**config.mk**
```make
export PLATFORM = sky130hd
export DESIGN_NAME = tls_hello_http_segmenter
export DESIGN_NICKNAME = d
export VERILOG_FILES = /design/src/design/thhs_pkg.sv /design/src/design/thhs_front.sv /design/src/design/thhs_queue.sv /design/src/design/thhs_back.sv /design/src/design/tls_hello_http_segmenter.sv
export SDC_FILE = /design/constraint.sdc
export NUM_CORES = 1
export LEC_CHECK = 0
export ABC_AREA = 1
export BUFFER_PORTS_ARGS = -buffer_cell sky130_fd_sc_hd__buf_2
export CAP_MARGIN = 15
export CORE_MARGIN = 5
export CORE_UTILIZATION = 60
export DETAILED_ROUTE_END_ITERATION = 8
export GPL_ROUTABILITY_DRIVEN = 0
export GPL_TIMING_DRIVEN = 0
export HOLD_SLACK_MARGIN = 0.05
export PLACE_DENSITY = 0.81
export SLEW_MARGIN = 20
export SYNTH_ARGS = -nofsm -noshare
export SYNTH_HDL_FRONTEND = slang
export SYNTH_SLANG_ARGS = --single-unit
```
**constraint.sdc**
```tcl
create_clock -name clk -period 32.5 [get_ports clk]
set_clock_uncertainty 0.05 [all_clocks]
set_input_delay 6.5 -clock clk [delete_from_list [all_inputs] [get_ports clk]]
set_output_delay 6.5 -clock clk [all_outputs]
set_load 0.02 [all_outputs]
```
**src/design/thhs_pkg.sv**
```systemverilog
`timescale 1ns / 1ps

package thhs_pkg;

	// Header bytes held before a buffer is classified
	localparam int HEADER_BYTES = 11;
	// Wide enough for 0..HEADER_BYTES+1 (header index, flush length, flush step)
	localparam int HDR_IDX_W = $clog2(HEADER_BYTES + 2);
	// Command queue between front and back
	localparam int QUEUE_DEPTH = 2;
	localparam int QPTR_W = $clog2(QUEUE_DEPTH);

	// Result byte for the newline segment sent ahead of an HTTP request
	localparam logic [7:0] NEWLINE_BYTE = 8'd10;

	typedef enum logic [1:0] {
		CLS_OTHER = 2'd0,
		CLS_TLS   = 2'd1,
		CLS_HTTP  = 2'd2
	} cls_t;

	typedef enum logic {
		CMD_BYTE  = 1'b0,
		CMD_FLUSH = 1'b1
	} cmd_t;

	// One queued command: a single result, or a flush of the held header
	typedef struct packed {
		cmd_t                              kind;
		cls_t                              cls;
		logic [7:0]                        data;
		logic                              has;
		logic                              seg;
		logic                              done;
		logic [15:0]                       count;
		logic [HDR_IDX_W-1:0]              nbytes;
		logic                              newline;
		logic                              seg_each;
		logic [HEADER_BYTES-1:0][7:0]      hdr;
	} entry_t;

endpackage

```
**src/design/thhs_front.sv**
```systemverilog
`timescale 1ns / 1ps

module thhs_front
	import thhs_pkg::*;
#(
	parameter int COUNT_BITS = 16
) (
	input  logic         clk,
	input  logic         arst_n,
	input  logic         accept,
	input  logic [7:0]   in_byte,
	input  logic         last_byte,
	input  logic [7:0]   fragment_limit,
	output logic         push,
	output entry_t       push_entry
);

	localparam int METHOD_COUNT = 7;
	localparam int METHOD_MAX   = 8;
	localparam int METHOD_LEN [METHOD_COUNT] = '{4, 5, 5, 4, 7, 8, 8};
	localparam logic [7:0] METHOD_TEXT [METHOD_COUNT][METHOD_MAX] = '{
		'{"G", "E", "T", " ", 8'h00, 8'h00, 8'h00, 8'h00},
		'{"H", "E", "A", "D", " ", 8'h00, 8'h00, 8'h00},
		'{"P", "O", "S", "T", " ", 8'h00, 8'h00, 8'h00},
		'{"P", "U", "T", " ", 8'h00, 8'h00, 8'h00, 8'h00},
		'{"D", "E", "L", "E", "T", "E", " ", 8'h00},
		'{"C", "O", "N", "N", "E", "C", "T", " "},
		'{"O", "P", "T", "I", "O", "N", "S", " "}
	};

	localparam logic [7:0] TLS_HANDSHAKE    = 8'd22;
	localparam logic [7:0] TLS_CLIENT_HELLO = 8'd1;
	localparam logic [7:0] TLS_MAJOR        = 8'h03;
	localparam logic [7:0] TLS_MINOR_MAX    = 8'h03;

	logic [COUNT_BITS-1:0]         cnt_q;
	logic                          classified_q;
	cls_t                          cls_q;
	logic [7:0]                    held_q;
	logic [HEADER_BYTES-1:0][7:0]  hdr_q;

	logic [COUNT_BITS-1:0]         cnt_next;
	logic [HEADER_BYTES-1:0][7:0]  hdr_next;
	logic                          do_classify;
	logic [HDR_IDX_W-1:0]          len;
	cls_t                          new_cls;
	logic [7:0]                    tls_k;
	logic [15:0]                   count_sat;
	logic [15:0]                   count_tls;
	logic                          in_window;

	// Buffer class from the held header and its length
	function automatic cls_t classify(input logic [HEADER_BYTES-1:0][7:0] h,
			input logic [HDR_IDX_W-1:0] n);
		logic tls;
		logic http;
		logic match;
		tls = (n == HDR_IDX_W'(HEADER_BYTES)) && (h[0] == TLS_HANDSHAKE) &&
			(h[5] == TLS_CLIENT_HELLO) &&
			(h[1] == TLS_MAJOR) && (h[2] <= TLS_MINOR_MAX) &&
			(h[9] == TLS_MAJOR) && (h[10] <= TLS_MINOR_MAX);
		http = 1'b0;
		for (int m = 0; m < METHOD_COUNT; m++) begin
			match = (32'(n) >= METHOD_LEN[m]);
			for (int i = 0; i < METHOD_MAX; i++) begin
				if ((i < METHOD_LEN[m]) && (h[i] != METHOD_TEXT[m][i])) begin
					match = 1'b0;
				end
			end
			http = http | match;
		end
		if (tls) begin
			return CLS_TLS;
		end else if (http) begin
			return CLS_HTTP;
		end else begin
			return CLS_OTHER;
		end
	endfunction

	// Next count, header capture and classification
	always_comb begin
		cnt_next = (cnt_q == {COUNT_BITS{1'b1}}) ? cnt_q : cnt_q + 1'b1;
		hdr_next = hdr_q;
		if (32'(cnt_q) < HEADER_BYTES) begin
			hdr_next[cnt_q[HDR_IDX_W-1:0]] = in_byte;
		end
		do_classify = !classified_q &&
			(last_byte || (32'(cnt_next) >= HEADER_BYTES));
		len = cnt_next[HDR_IDX_W-1:0];
		new_cls = classify(hdr_next, len);
		tls_k = (32'(len) < 32'(fragment_limit)) ? 8'(len) : fragment_limit;
		count_sat = (32'(cnt_next) > 32'hFFFF) ? 16'hFFFF : 16'(32'(cnt_next));
		count_tls = (32'(cnt_next) < 32'(held_q)) ? 16'(32'(cnt_next)) : 16'(held_q);
		in_window = (32'(cnt_q) < 32'(held_q));
	end

	// Command for the accepted byte
	always_comb begin
		push = 1'b0;
		push_entry = '0;
		push_entry.done = last_byte;
		push_entry.hdr = hdr_next;
		if (!classified_q) begin
			push_entry.kind = CMD_FLUSH;
			push_entry.cls = new_cls;
			if (new_cls == CLS_TLS) begin
				push = accept && do_classify && (last_byte || (tls_k != 8'd0));
				push_entry.nbytes = HDR_IDX_W'(tls_k);
				push_entry.seg_each = 1'b1;
				push_entry.count = 16'(tls_k);
			end else begin
				push = accept && do_classify;
				push_entry.nbytes = len;
				push_entry.newline = (new_cls == CLS_HTTP);
				push_entry.count = count_sat;
			end
		end else if (cls_q == CLS_TLS) begin
			push = accept && (in_window || last_byte);
			push_entry.kind = CMD_BYTE;
			push_entry.cls = cls_q;
			push_entry.data = in_window ? in_byte : 8'd0;
			push_entry.has = in_window;
			push_entry.seg = in_window;
			push_entry.count = count_tls;
		end else begin
			push = accept;
			push_entry.kind = CMD_BYTE;
			push_entry.cls = cls_q;
			push_entry.data = in_byte;
			push_entry.has = 1'b1;
			push_entry.seg = last_byte;
			push_entry.count = count_sat;
		end
	end

	// Per-buffer state
	always_ff @(posedge clk or negedge arst_n) begin
		if (!arst_n) begin
			cnt_q <= '0;
			classified_q <= 1'b0;
			cls_q <= CLS_OTHER;
			held_q <= 8'd0;
		end else if (accept) begin
			if (last_byte) begin
				cnt_q <= '0;
				classified_q <= 1'b0;
				cls_q <= CLS_OTHER;
			end else begin
				cnt_q <= cnt_next;
				if (do_classify) begin
					classified_q <= 1'b1;
					cls_q <= new_cls;
				end
			end
			if (do_classify) begin
				held_q <= fragment_limit;
			end
		end
	end

	// Header bytes, payload only
	always_ff @(posedge clk) begin
		if (accept && !classified_q) begin
			hdr_q <= hdr_next;
		end
	end

endmodule

```
**src/design/thhs_queue.sv**
```systemverilog
`timescale 1ns / 1ps

module thhs_queue
	import thhs_pkg::*;
(
	input  logic    clk,
	input  logic    arst_n,
	input  logic    push,
	input  entry_t  push_entry,
	input  logic    pop,
	output logic    full,
	output logic    empty,
	output entry_t  head
);

	entry_t              mem_q [QUEUE_DEPTH];
	logic [QPTR_W-1:0]   wr_ptr_q;
	logic [QPTR_W-1:0]   rd_ptr_q;
	logic [QPTR_W:0]     fill_q;

	assign full  = (fill_q == (QPTR_W + 1)'(QUEUE_DEPTH));
	assign empty = (fill_q == '0);
	assign head  = mem_q[rd_ptr_q];

	// Pointers and fill level
	always_ff @(posedge clk or negedge arst_n) begin
		if (!arst_n) begin
			wr_ptr_q <= '0;
			rd_ptr_q <= '0;
			fill_q <= '0;
		end else begin
			if (push) begin
				wr_ptr_q <= wr_ptr_q + 1'b1;
			end
			if (pop) begin
				rd_ptr_q <= rd_ptr_q + 1'b1;
			end
			if (push && !pop) begin
				fill_q <= fill_q + 1'b1;
			end else if (pop && !push) begin
				fill_q <= fill_q - 1'b1;
			end
		end
	end

	// Entry storage
	always_ff @(posedge clk) begin
		if (push) begin
			mem_q[wr_ptr_q] <= push_entry;
		end
	end

endmodule

```
**src/design/thhs_back.sv**
```systemverilog
`timescale 1ns / 1ps

module thhs_back
	import thhs_pkg::*;
(
	input  logic         clk,
	input  logic         arst_n,
	input  logic         empty,
	input  entry_t       head,
	output logic         pop,
	output logic         out_valid,
	input  logic         out_stall,
	output logic [7:0]   out_byte,
	output logic         has_byte,
	output logic         segment_end,
	output logic         packet_done,
	output logic [1:0]   packet_class,
	output logic [15:0]  written_count
);

	logic [HDR_IDX_W-1:0]  step_q;
	logic                  out_valid_q;
	logic [7:0]            byte_q;
	logic                  has_q;
	logic                  seg_q;
	logic                  done_q;
	logic [1:0]            cls_q;
	logic [15:0]           count_q;

	logic                  adv;
	logic [HDR_IDX_W-1:0]  total;
	logic [HDR_IDX_W-1:0]  hi;
	logic                  final_step;
	logic [7:0]            r_byte;
	logic                  r_has;
	logic                  r_seg;
	logic                  r_done;

	assign adv = !out_valid_q || !out_stall;
	assign pop = adv && !empty && final_step;

	// Result for the current step of the head command
	always_comb begin
		total = HDR_IDX_W'(head.newline) + head.nbytes;
		hi = step_q - HDR_IDX_W'(head.newline);
		final_step = 1'b1;
		r_byte = head.data;
		r_has = head.has;
		r_seg = head.seg;
		r_done = head.done;
		if (head.kind == CMD_FLUSH) begin
			if (total == '0) begin
				// ClientHello that ends with nothing sent
				r_byte = 8'd0;
				r_has = 1'b0;
				r_seg = 1'b0;
			end else begin
				final_step = (step_q == total - 1'b1);
				r_has = 1'b1;
				r_done = head.done && final_step;
				if (head.newline && (step_q == '0)) begin
					r_byte = NEWLINE_BYTE;
					r_seg = 1'b1;
				end else begin
					r_byte = (32'(hi) < HEADER_BYTES) ? head.hdr[hi] : 8'd0;
					r_seg = head.seg_each || r_done;
				end
			end
		end
	end

	// Step counter and output register
	always_ff @(posedge clk or negedge arst_n) begin
		if (!arst_n) begin
			step_q <= '0;
			out_valid_q <= 1'b0;
		end else if (adv) begin
			out_valid_q <= !empty;
			if (!empty) begin
				step_q <= final_step ? '0 : step_q + 1'b1;
			end
		end
	end

	// Result payload
	always_ff @(posedge clk) begin
		if (adv && !empty) begin
			byte_q <= r_has ? r_byte : 8'd0;
			has_q <= r_has;
			seg_q <= r_seg;
			done_q <= r_done;
			cls_q <= head.cls;
			count_q <= r_done ? head.count : 16'd0;
		end
	end

	assign out_valid     = out_valid_q;
	assign out_byte      = byte_q;
	assign has_byte      = has_q;
	assign segment_end   = seg_q;
	assign packet_done   = done_q;
	assign packet_class  = cls_q;
	assign written_count = count_q;

endmodule

```
**src/design/tls_hello_http_segmenter.sv**
```systemverilog
`timescale 1ns / 1ps

// Channel   Direction  Handshake              Payload
// input     in         in_valid / in_stall    in_byte, last_byte
// result    out        out_valid / out_stall  out_byte, has_byte, segment_end,
//                                             packet_done, packet_class, written_count
// config    in         cfg_valid / cfg_ready  cfg_data (fragment_limit)
//
// The front takes one byte per cycle while in_stall is low; the first header bytes of a buffer give no result.
// Classification queues a flush that the back emits at one result per cycle unless out_stall holds it, up to 12.
// A two-entry command queue between them sets in_stall; it is high while the queue is full.
// out_stall holds the output register; the back advances only when it is free.
// Reset clears all control state and sets fragment_limit to 40; cfg_ready is always high.

module tls_hello_http_segmenter
	import thhs_pkg::*;
#(
	parameter int COUNT_BITS = 16
) (
	input  logic         clk,
	input  logic         arst_n,
	input  logic         in_valid,
	output logic         in_stall,
	input  logic [7:0]   in_byte,
	input  logic         last_byte,
	output logic         out_valid,
	input  logic         out_stall,
	output logic [7:0]   out_byte,
	output logic         has_byte,
	output logic         segment_end,
	output logic         packet_done,
	output logic [1:0]   packet_class,
	output logic [15:0]  written_count,
	input  logic         cfg_valid,
	output logic         cfg_ready,
	input  logic [7:0]   cfg_data
);

	logic [7:0]  fragment_limit_q;
	logic        accept;
	logic        q_push;
	logic        q_pop;
	logic        q_full;
	logic        q_empty;
	entry_t      q_in;
	entry_t      q_head;

	assign cfg_ready = 1'b1;
	assign in_stall  = q_full;
	assign accept    = in_valid && !q_full;

	// Configuration register
	always_ff @(posedge clk or negedge arst_n) begin
		if (!arst_n) begin
			fragment_limit_q <= 8'd40;
		end else if (cfg_valid && cfg_ready) begin
			fragment_limit_q <= cfg_data;
		end
	end

	thhs_front #(
		.COUNT_BITS(COUNT_BITS)
	) u_front (
		.clk            (clk),
		.arst_n         (arst_n),
		.accept         (accept),
		.in_byte        (in_byte),
		.last_byte      (last_byte),
		.fragment_limit (fragment_limit_q),
		.push           (q_push),
		.push_entry     (q_in)
	);

	thhs_queue u_queue (
		.clk        (clk),
		.arst_n     (arst_n),
		.push       (q_push),
		.push_entry (q_in),
		.pop        (q_pop),
		.full       (q_full),
		.empty      (q_empty),
		.head       (q_head)
	);

	thhs_back u_back (
		.clk           (clk),
		.arst_n        (arst_n),
		.empty         (q_empty),
		.head          (q_head),
		.pop           (q_pop),
		.out_valid     (out_valid),
		.out_stall     (out_stall),
		.out_byte      (out_byte),
		.has_byte      (has_byte),
		.segment_end   (segment_end),
		.packet_done   (packet_done),
		.packet_class  (packet_class),
		.written_count (written_count)
	);

`ifndef SYNTHESIS
	// Count is only reported on the final result of a buffer
	a_count_on_done: assert property (@(posedge clk) disable iff (!arst_n)
		(out_valid && !packet_done) |-> (written_count == 16'd0))
		else $error("written_count nonzero without packet_done");

	// A result without a byte only closes a buffer
	a_empty_result: assert property (@(posedge clk) disable iff (!arst_n)
		(out_valid && !has_byte) |-> (packet_done && !segment_end && out_byte == 8'd0))
		else $error("byteless result that is not a bare completion");

	// ClientHello bytes always go out one per segment
	a_tls_single: assert property (@(posedge clk) disable iff (!arst_n)
		(out_valid && has_byte && packet_class == CLS_TLS) |-> segment_end)
		else $error("ClientHello byte not closed as its own segment");

	// Queue never written while full
	a_queue_push: assert property (@(posedge clk) disable iff (!arst_n)
		q_full |-> !q_push)
		else $error("command pushed into a full queue");
`endif

endmodule

```
==> run_results.csv <==
group,metric,value,unit
worst_setup_path,cp_data_arrival_time,10.15,ns
global_route,first_global_vias,15212,
drt,drt_wl_total,56780,microns
die,ios,54,
layout,drive_above_1_share,0.08806,
min_path,hold_depth,2,
layout,syn_to_final_growth,12.67,%
pwr,p_leak,8.980,nW
layout,layout_commonest_cell,"nand2_1",
global_route,track_usage,0.3099,
worst_setup_path,critical_path.top_delay_family,"buffers and inverters",
yosys,synth_nets,2085,
outcome,outcome,"complete, no violations",
worst_setup_path,critPathMaxFanout,22,
clock_network,cts_made_buffers,41,
sta,final_max_slew_viol_count,0,
drt,avgRoutedWirePerCell,21.74,microns
sta,setup_violations,0,
clock_network,cts.sinks,409,
worst_setup_path,required,32.69,ns
worst_setup_path,start_kind,"input port",
placed_design,place.port_buffers,52,
layout,final_util,0.6820,
die,die_w,190.7,microns
pwr,p_per_area,101.2,mW/mm^2
sta,fin_crit_sh,0.3064,
clock_network,clk_latency,0.54,ns
clock_network,clk_pin_slew,0.06,ns
sta,layout_setup_ws,22.54,ns
yosys,synth_cells,2034,
layout,seqCellArea,0.01206,sq mm
pwr,fin_total_pwr,2.234,mW
worst_setup_path,ff2ff_path_depth,26,
sta,layout_min_cycle_time,9.959,ns
die,start_util,0.6053,
job,max_cap_violations,0,
min_path,hp-class,"reg -> reg",
clock_network,cts_tree,"done",
layout,design_area,0.02208,sq mm
yosys,ys_warn_count,0,
yosys,syn_area_per_cell,9.634,sq um
yosys,synth_cell_type_count,52,
drt,first_pass_iters,6,
drt,viasPerCell,6.174,
layout,multi_input_area,0.006480,sq mm
placed_design,dp_cells,2539,
die,die_h,190.7,microns
pwr,max-vdd-ir-drop,49.11,uV
layout,nets,2191,
worst_setup_path,crit_slowest_cell,"a21oi_4",
worst_setup_path,crit_buf_inv,7,
layout,most-common-layout-cells,"nand2_1, edfxtp_1, nor2_1",
die,core-area,0.03237,sq mm
sta,whs,0.4607,ns
worst_setup_path,end_kind,"register",
sta,fin_tns_setup,0,ns
yosys,ys_seq_area_frac,0.6157,
clock_network,cts_hold_buffers,0,
die,dieArea,0.03637,sq mm
drt,ant_nets,0,
worst_setup_path,cp_cell_sequence,"buf_2 -> inv_1 -> nand2_1 -> o21ai_0 -> o21ai_1 -> inv_2 -> nand2_1 -> nor2_1 -> nand2_1 -> nor2_1 -> nand3_2 -> nor2_2 -> nand3_1 -> nand2_2 -> a21oi_4 -> buf_16 -> buf_8 -> buf_16 -> buf_16",
layout,fin_cells,2612,
worst_setup_path,crit_type,"in -> reg",
placed_design,dpl_worst_slack,22.16,ns
global_route,grt_pass1_wl,86210,microns
global_route,overflow,0,
worst_setup_path,cp_slowest_stage_delay,0.64,ns
sta,rsz0062_at_grt,"false",
global_route,grt_max_degree,72,
placed_design,place_area,0.02072,sq mm
global_route,antenna_found_initial,1,
drt,drt_iter0_drc,2417,
drt,drcViolationCount,0,
placed_design,dpl.hpwl,39390,microns
sta,fmax,100.4,MHz
drt,num_vias,16127,
clock_network,cts_resized,0,
worst_setup_path,worstSetupPathDepth,19,
yosys,syn_area,0.01960,sq mm
sta,worst_pin_slew,1.103,ns
clock_network,htreeDepth,2,
clock_network,postCtsSetupBuffers,0,
clock_network,ctsLongestPathBuffers,3,
sta,slew_headroom,0.2566,
die,std_cell_rows,66,
clock_network,ctsRootBufferMaster,"clkbuf_16",
layout,fillerInstances,2403,
sta,hold_violations,0,
yosys,synth_seq_cells,409,
==> tightest hold or removal path, delay by kind of cell, from the launching register on <==
family / cells / cell delay (ns)
AND/OR/NAND/NOR: 1 / 0.06
flip-flops: 1 / 0.35
AO/OA/AOI/OAI: 1 / 0.06
==> final timing paths <==
check,slack [ns],to,start
worst max-delay path,22.54,u_queue.mem_q[1][82]$_DFFE_PP_,in_byte[1]
worst min-delay path,0.46,u_front.cls_q[0]$_DFFE_PN0P_,u_front.cls_q[0]$_DFFE_PN0P_
worst max register to register,26.81,u_queue.fill_q[1]$_DFFE_PN0P_,u_queue.rd_ptr_q$_DFFE_PN0P_
worst min register to register,0.46,u_front.cls_q[0]$_DFFE_PN0P_,u_front.cls_q[0]$_DFFE_PN0P_
max in group asynchronous,26.07,u_front.cnt_q[14]$_DFFE_PN0P_,arst_n
min in group asynchronous,5.91,u_back.out_valid$_DFFE_PN0N_,arst_n
==> power breakdown <==
group,switching (mW),internal (mW),total [mW]
clock,0.199,0.284,0.484
combinational,0.674,0.257,0.931
sequential,0.0483,0.771,0.819
total,0.922,1.31,2.23
==> per-layer routing <==
metal	up-vias	share of wire	track usage
li1	7134	-	-
met1	7542	0.36	0.4294
met2	1222	0.44	0.4781
met3	229	0.15	0.06975
met4	0	0.052	0.1315
met5	-	0	0
==> Yosys cell counts (all sizes together) <==
cell / n / share of area
buf: 36 / 0.0094
a21boi: 1 / 0.00038
nand3: 103 / 0.027
a32oi: 1 / 0.00045
xnor2: 2 / 0.00089
o31ai: 2 / 0.00077
a22oi: 8 / 0.0031
o22ai: 12 / 0.0038
and2: 1 / 0.00032
o21bai: 3 / 0.0011
xor2: 17 / 0.0080
o311ai: 1 / 0.00045
o211ai: 13 / 0.0050
clkbuf: 44 / 0.0084
a21oi: 106 / 0.027
a22o: 1 / 0.00045
a32o: 19 / 0.0097
nand3b: 4 / 0.0015
dfstp: 2 / 0.0027
ha: 29 / 0.019
edfxtp: 365 / 0.56
conb: 1 / 0.00019
nor4: 1 / 0.00032
nand4: 16 / 0.0051
inv: 190 / 0.036
o21a: 9 / 0.0034
nor2: 201 / 0.040
a211o: 1 / 0.00045
mux2: 5 / 0.0029
a221oi: 6 / 0.0027
or2: 2 / 0.00064
nand2: 609 / 0.12
nor3: 15 / 0.0038
mux2i: 3 / 0.0015
o221ai: 3 / 0.0013
a211oi: 1 / 0.00038
clkinv: 2 / 0.00038
dfrtp: 42 / 0.054
o21ai: 157 / 0.040
==> cell families after synthesis <==
kind of cell | Yosys count | synth area share
AOI/OAI and AO/OA | 344 | 0.1011
xor gates and xnor gates | 19 | 0.008876
adders and majority gates | 29 | 0.01852
buffers and inverters | 272 | 0.05460
DFF | 409 | 0.6157
muxes | 8 | 0.004406
other | 1 | 0.0001914
and+or+nand+nor | 952 | 0.1967
==> state kept, by name, summed over array words and instances, names as in the netlist <==
name / cells
u_queue.mem_q: 248
u_front.hdr_q: 88
u_back.written_count: 16
u_front.cnt_q: 16
fragment_limit_q: 8
u_back.out_byte: 8
u_front.held_q: 8
u_back.step_q: 4
u_back.packet_class: 2
u_front.cls_q: 2
u_queue.fill_q: 2
u_back.has_byte: 1
u_back.out_valid: 1
u_back.packet_done: 1
u_back.segment_end: 1
u_front.classified_q: 1
u_queue.rd_ptr_q: 1
u_queue.wr_ptr_q: 1
==> area by class of cell <==
class,instances,area share
clock buffers,50,0.04891
plain buffers,80,0.01581
inverters,192,0.03287
repair buffers,63,0.02505
well taps,442,0.02505
clock inverters,22,0.01224
multi-input cells,1353,0.2935
diodes,1,0.0001133
flip-flops and latches,409,0.5464
(Power assumes the default switching activity.)
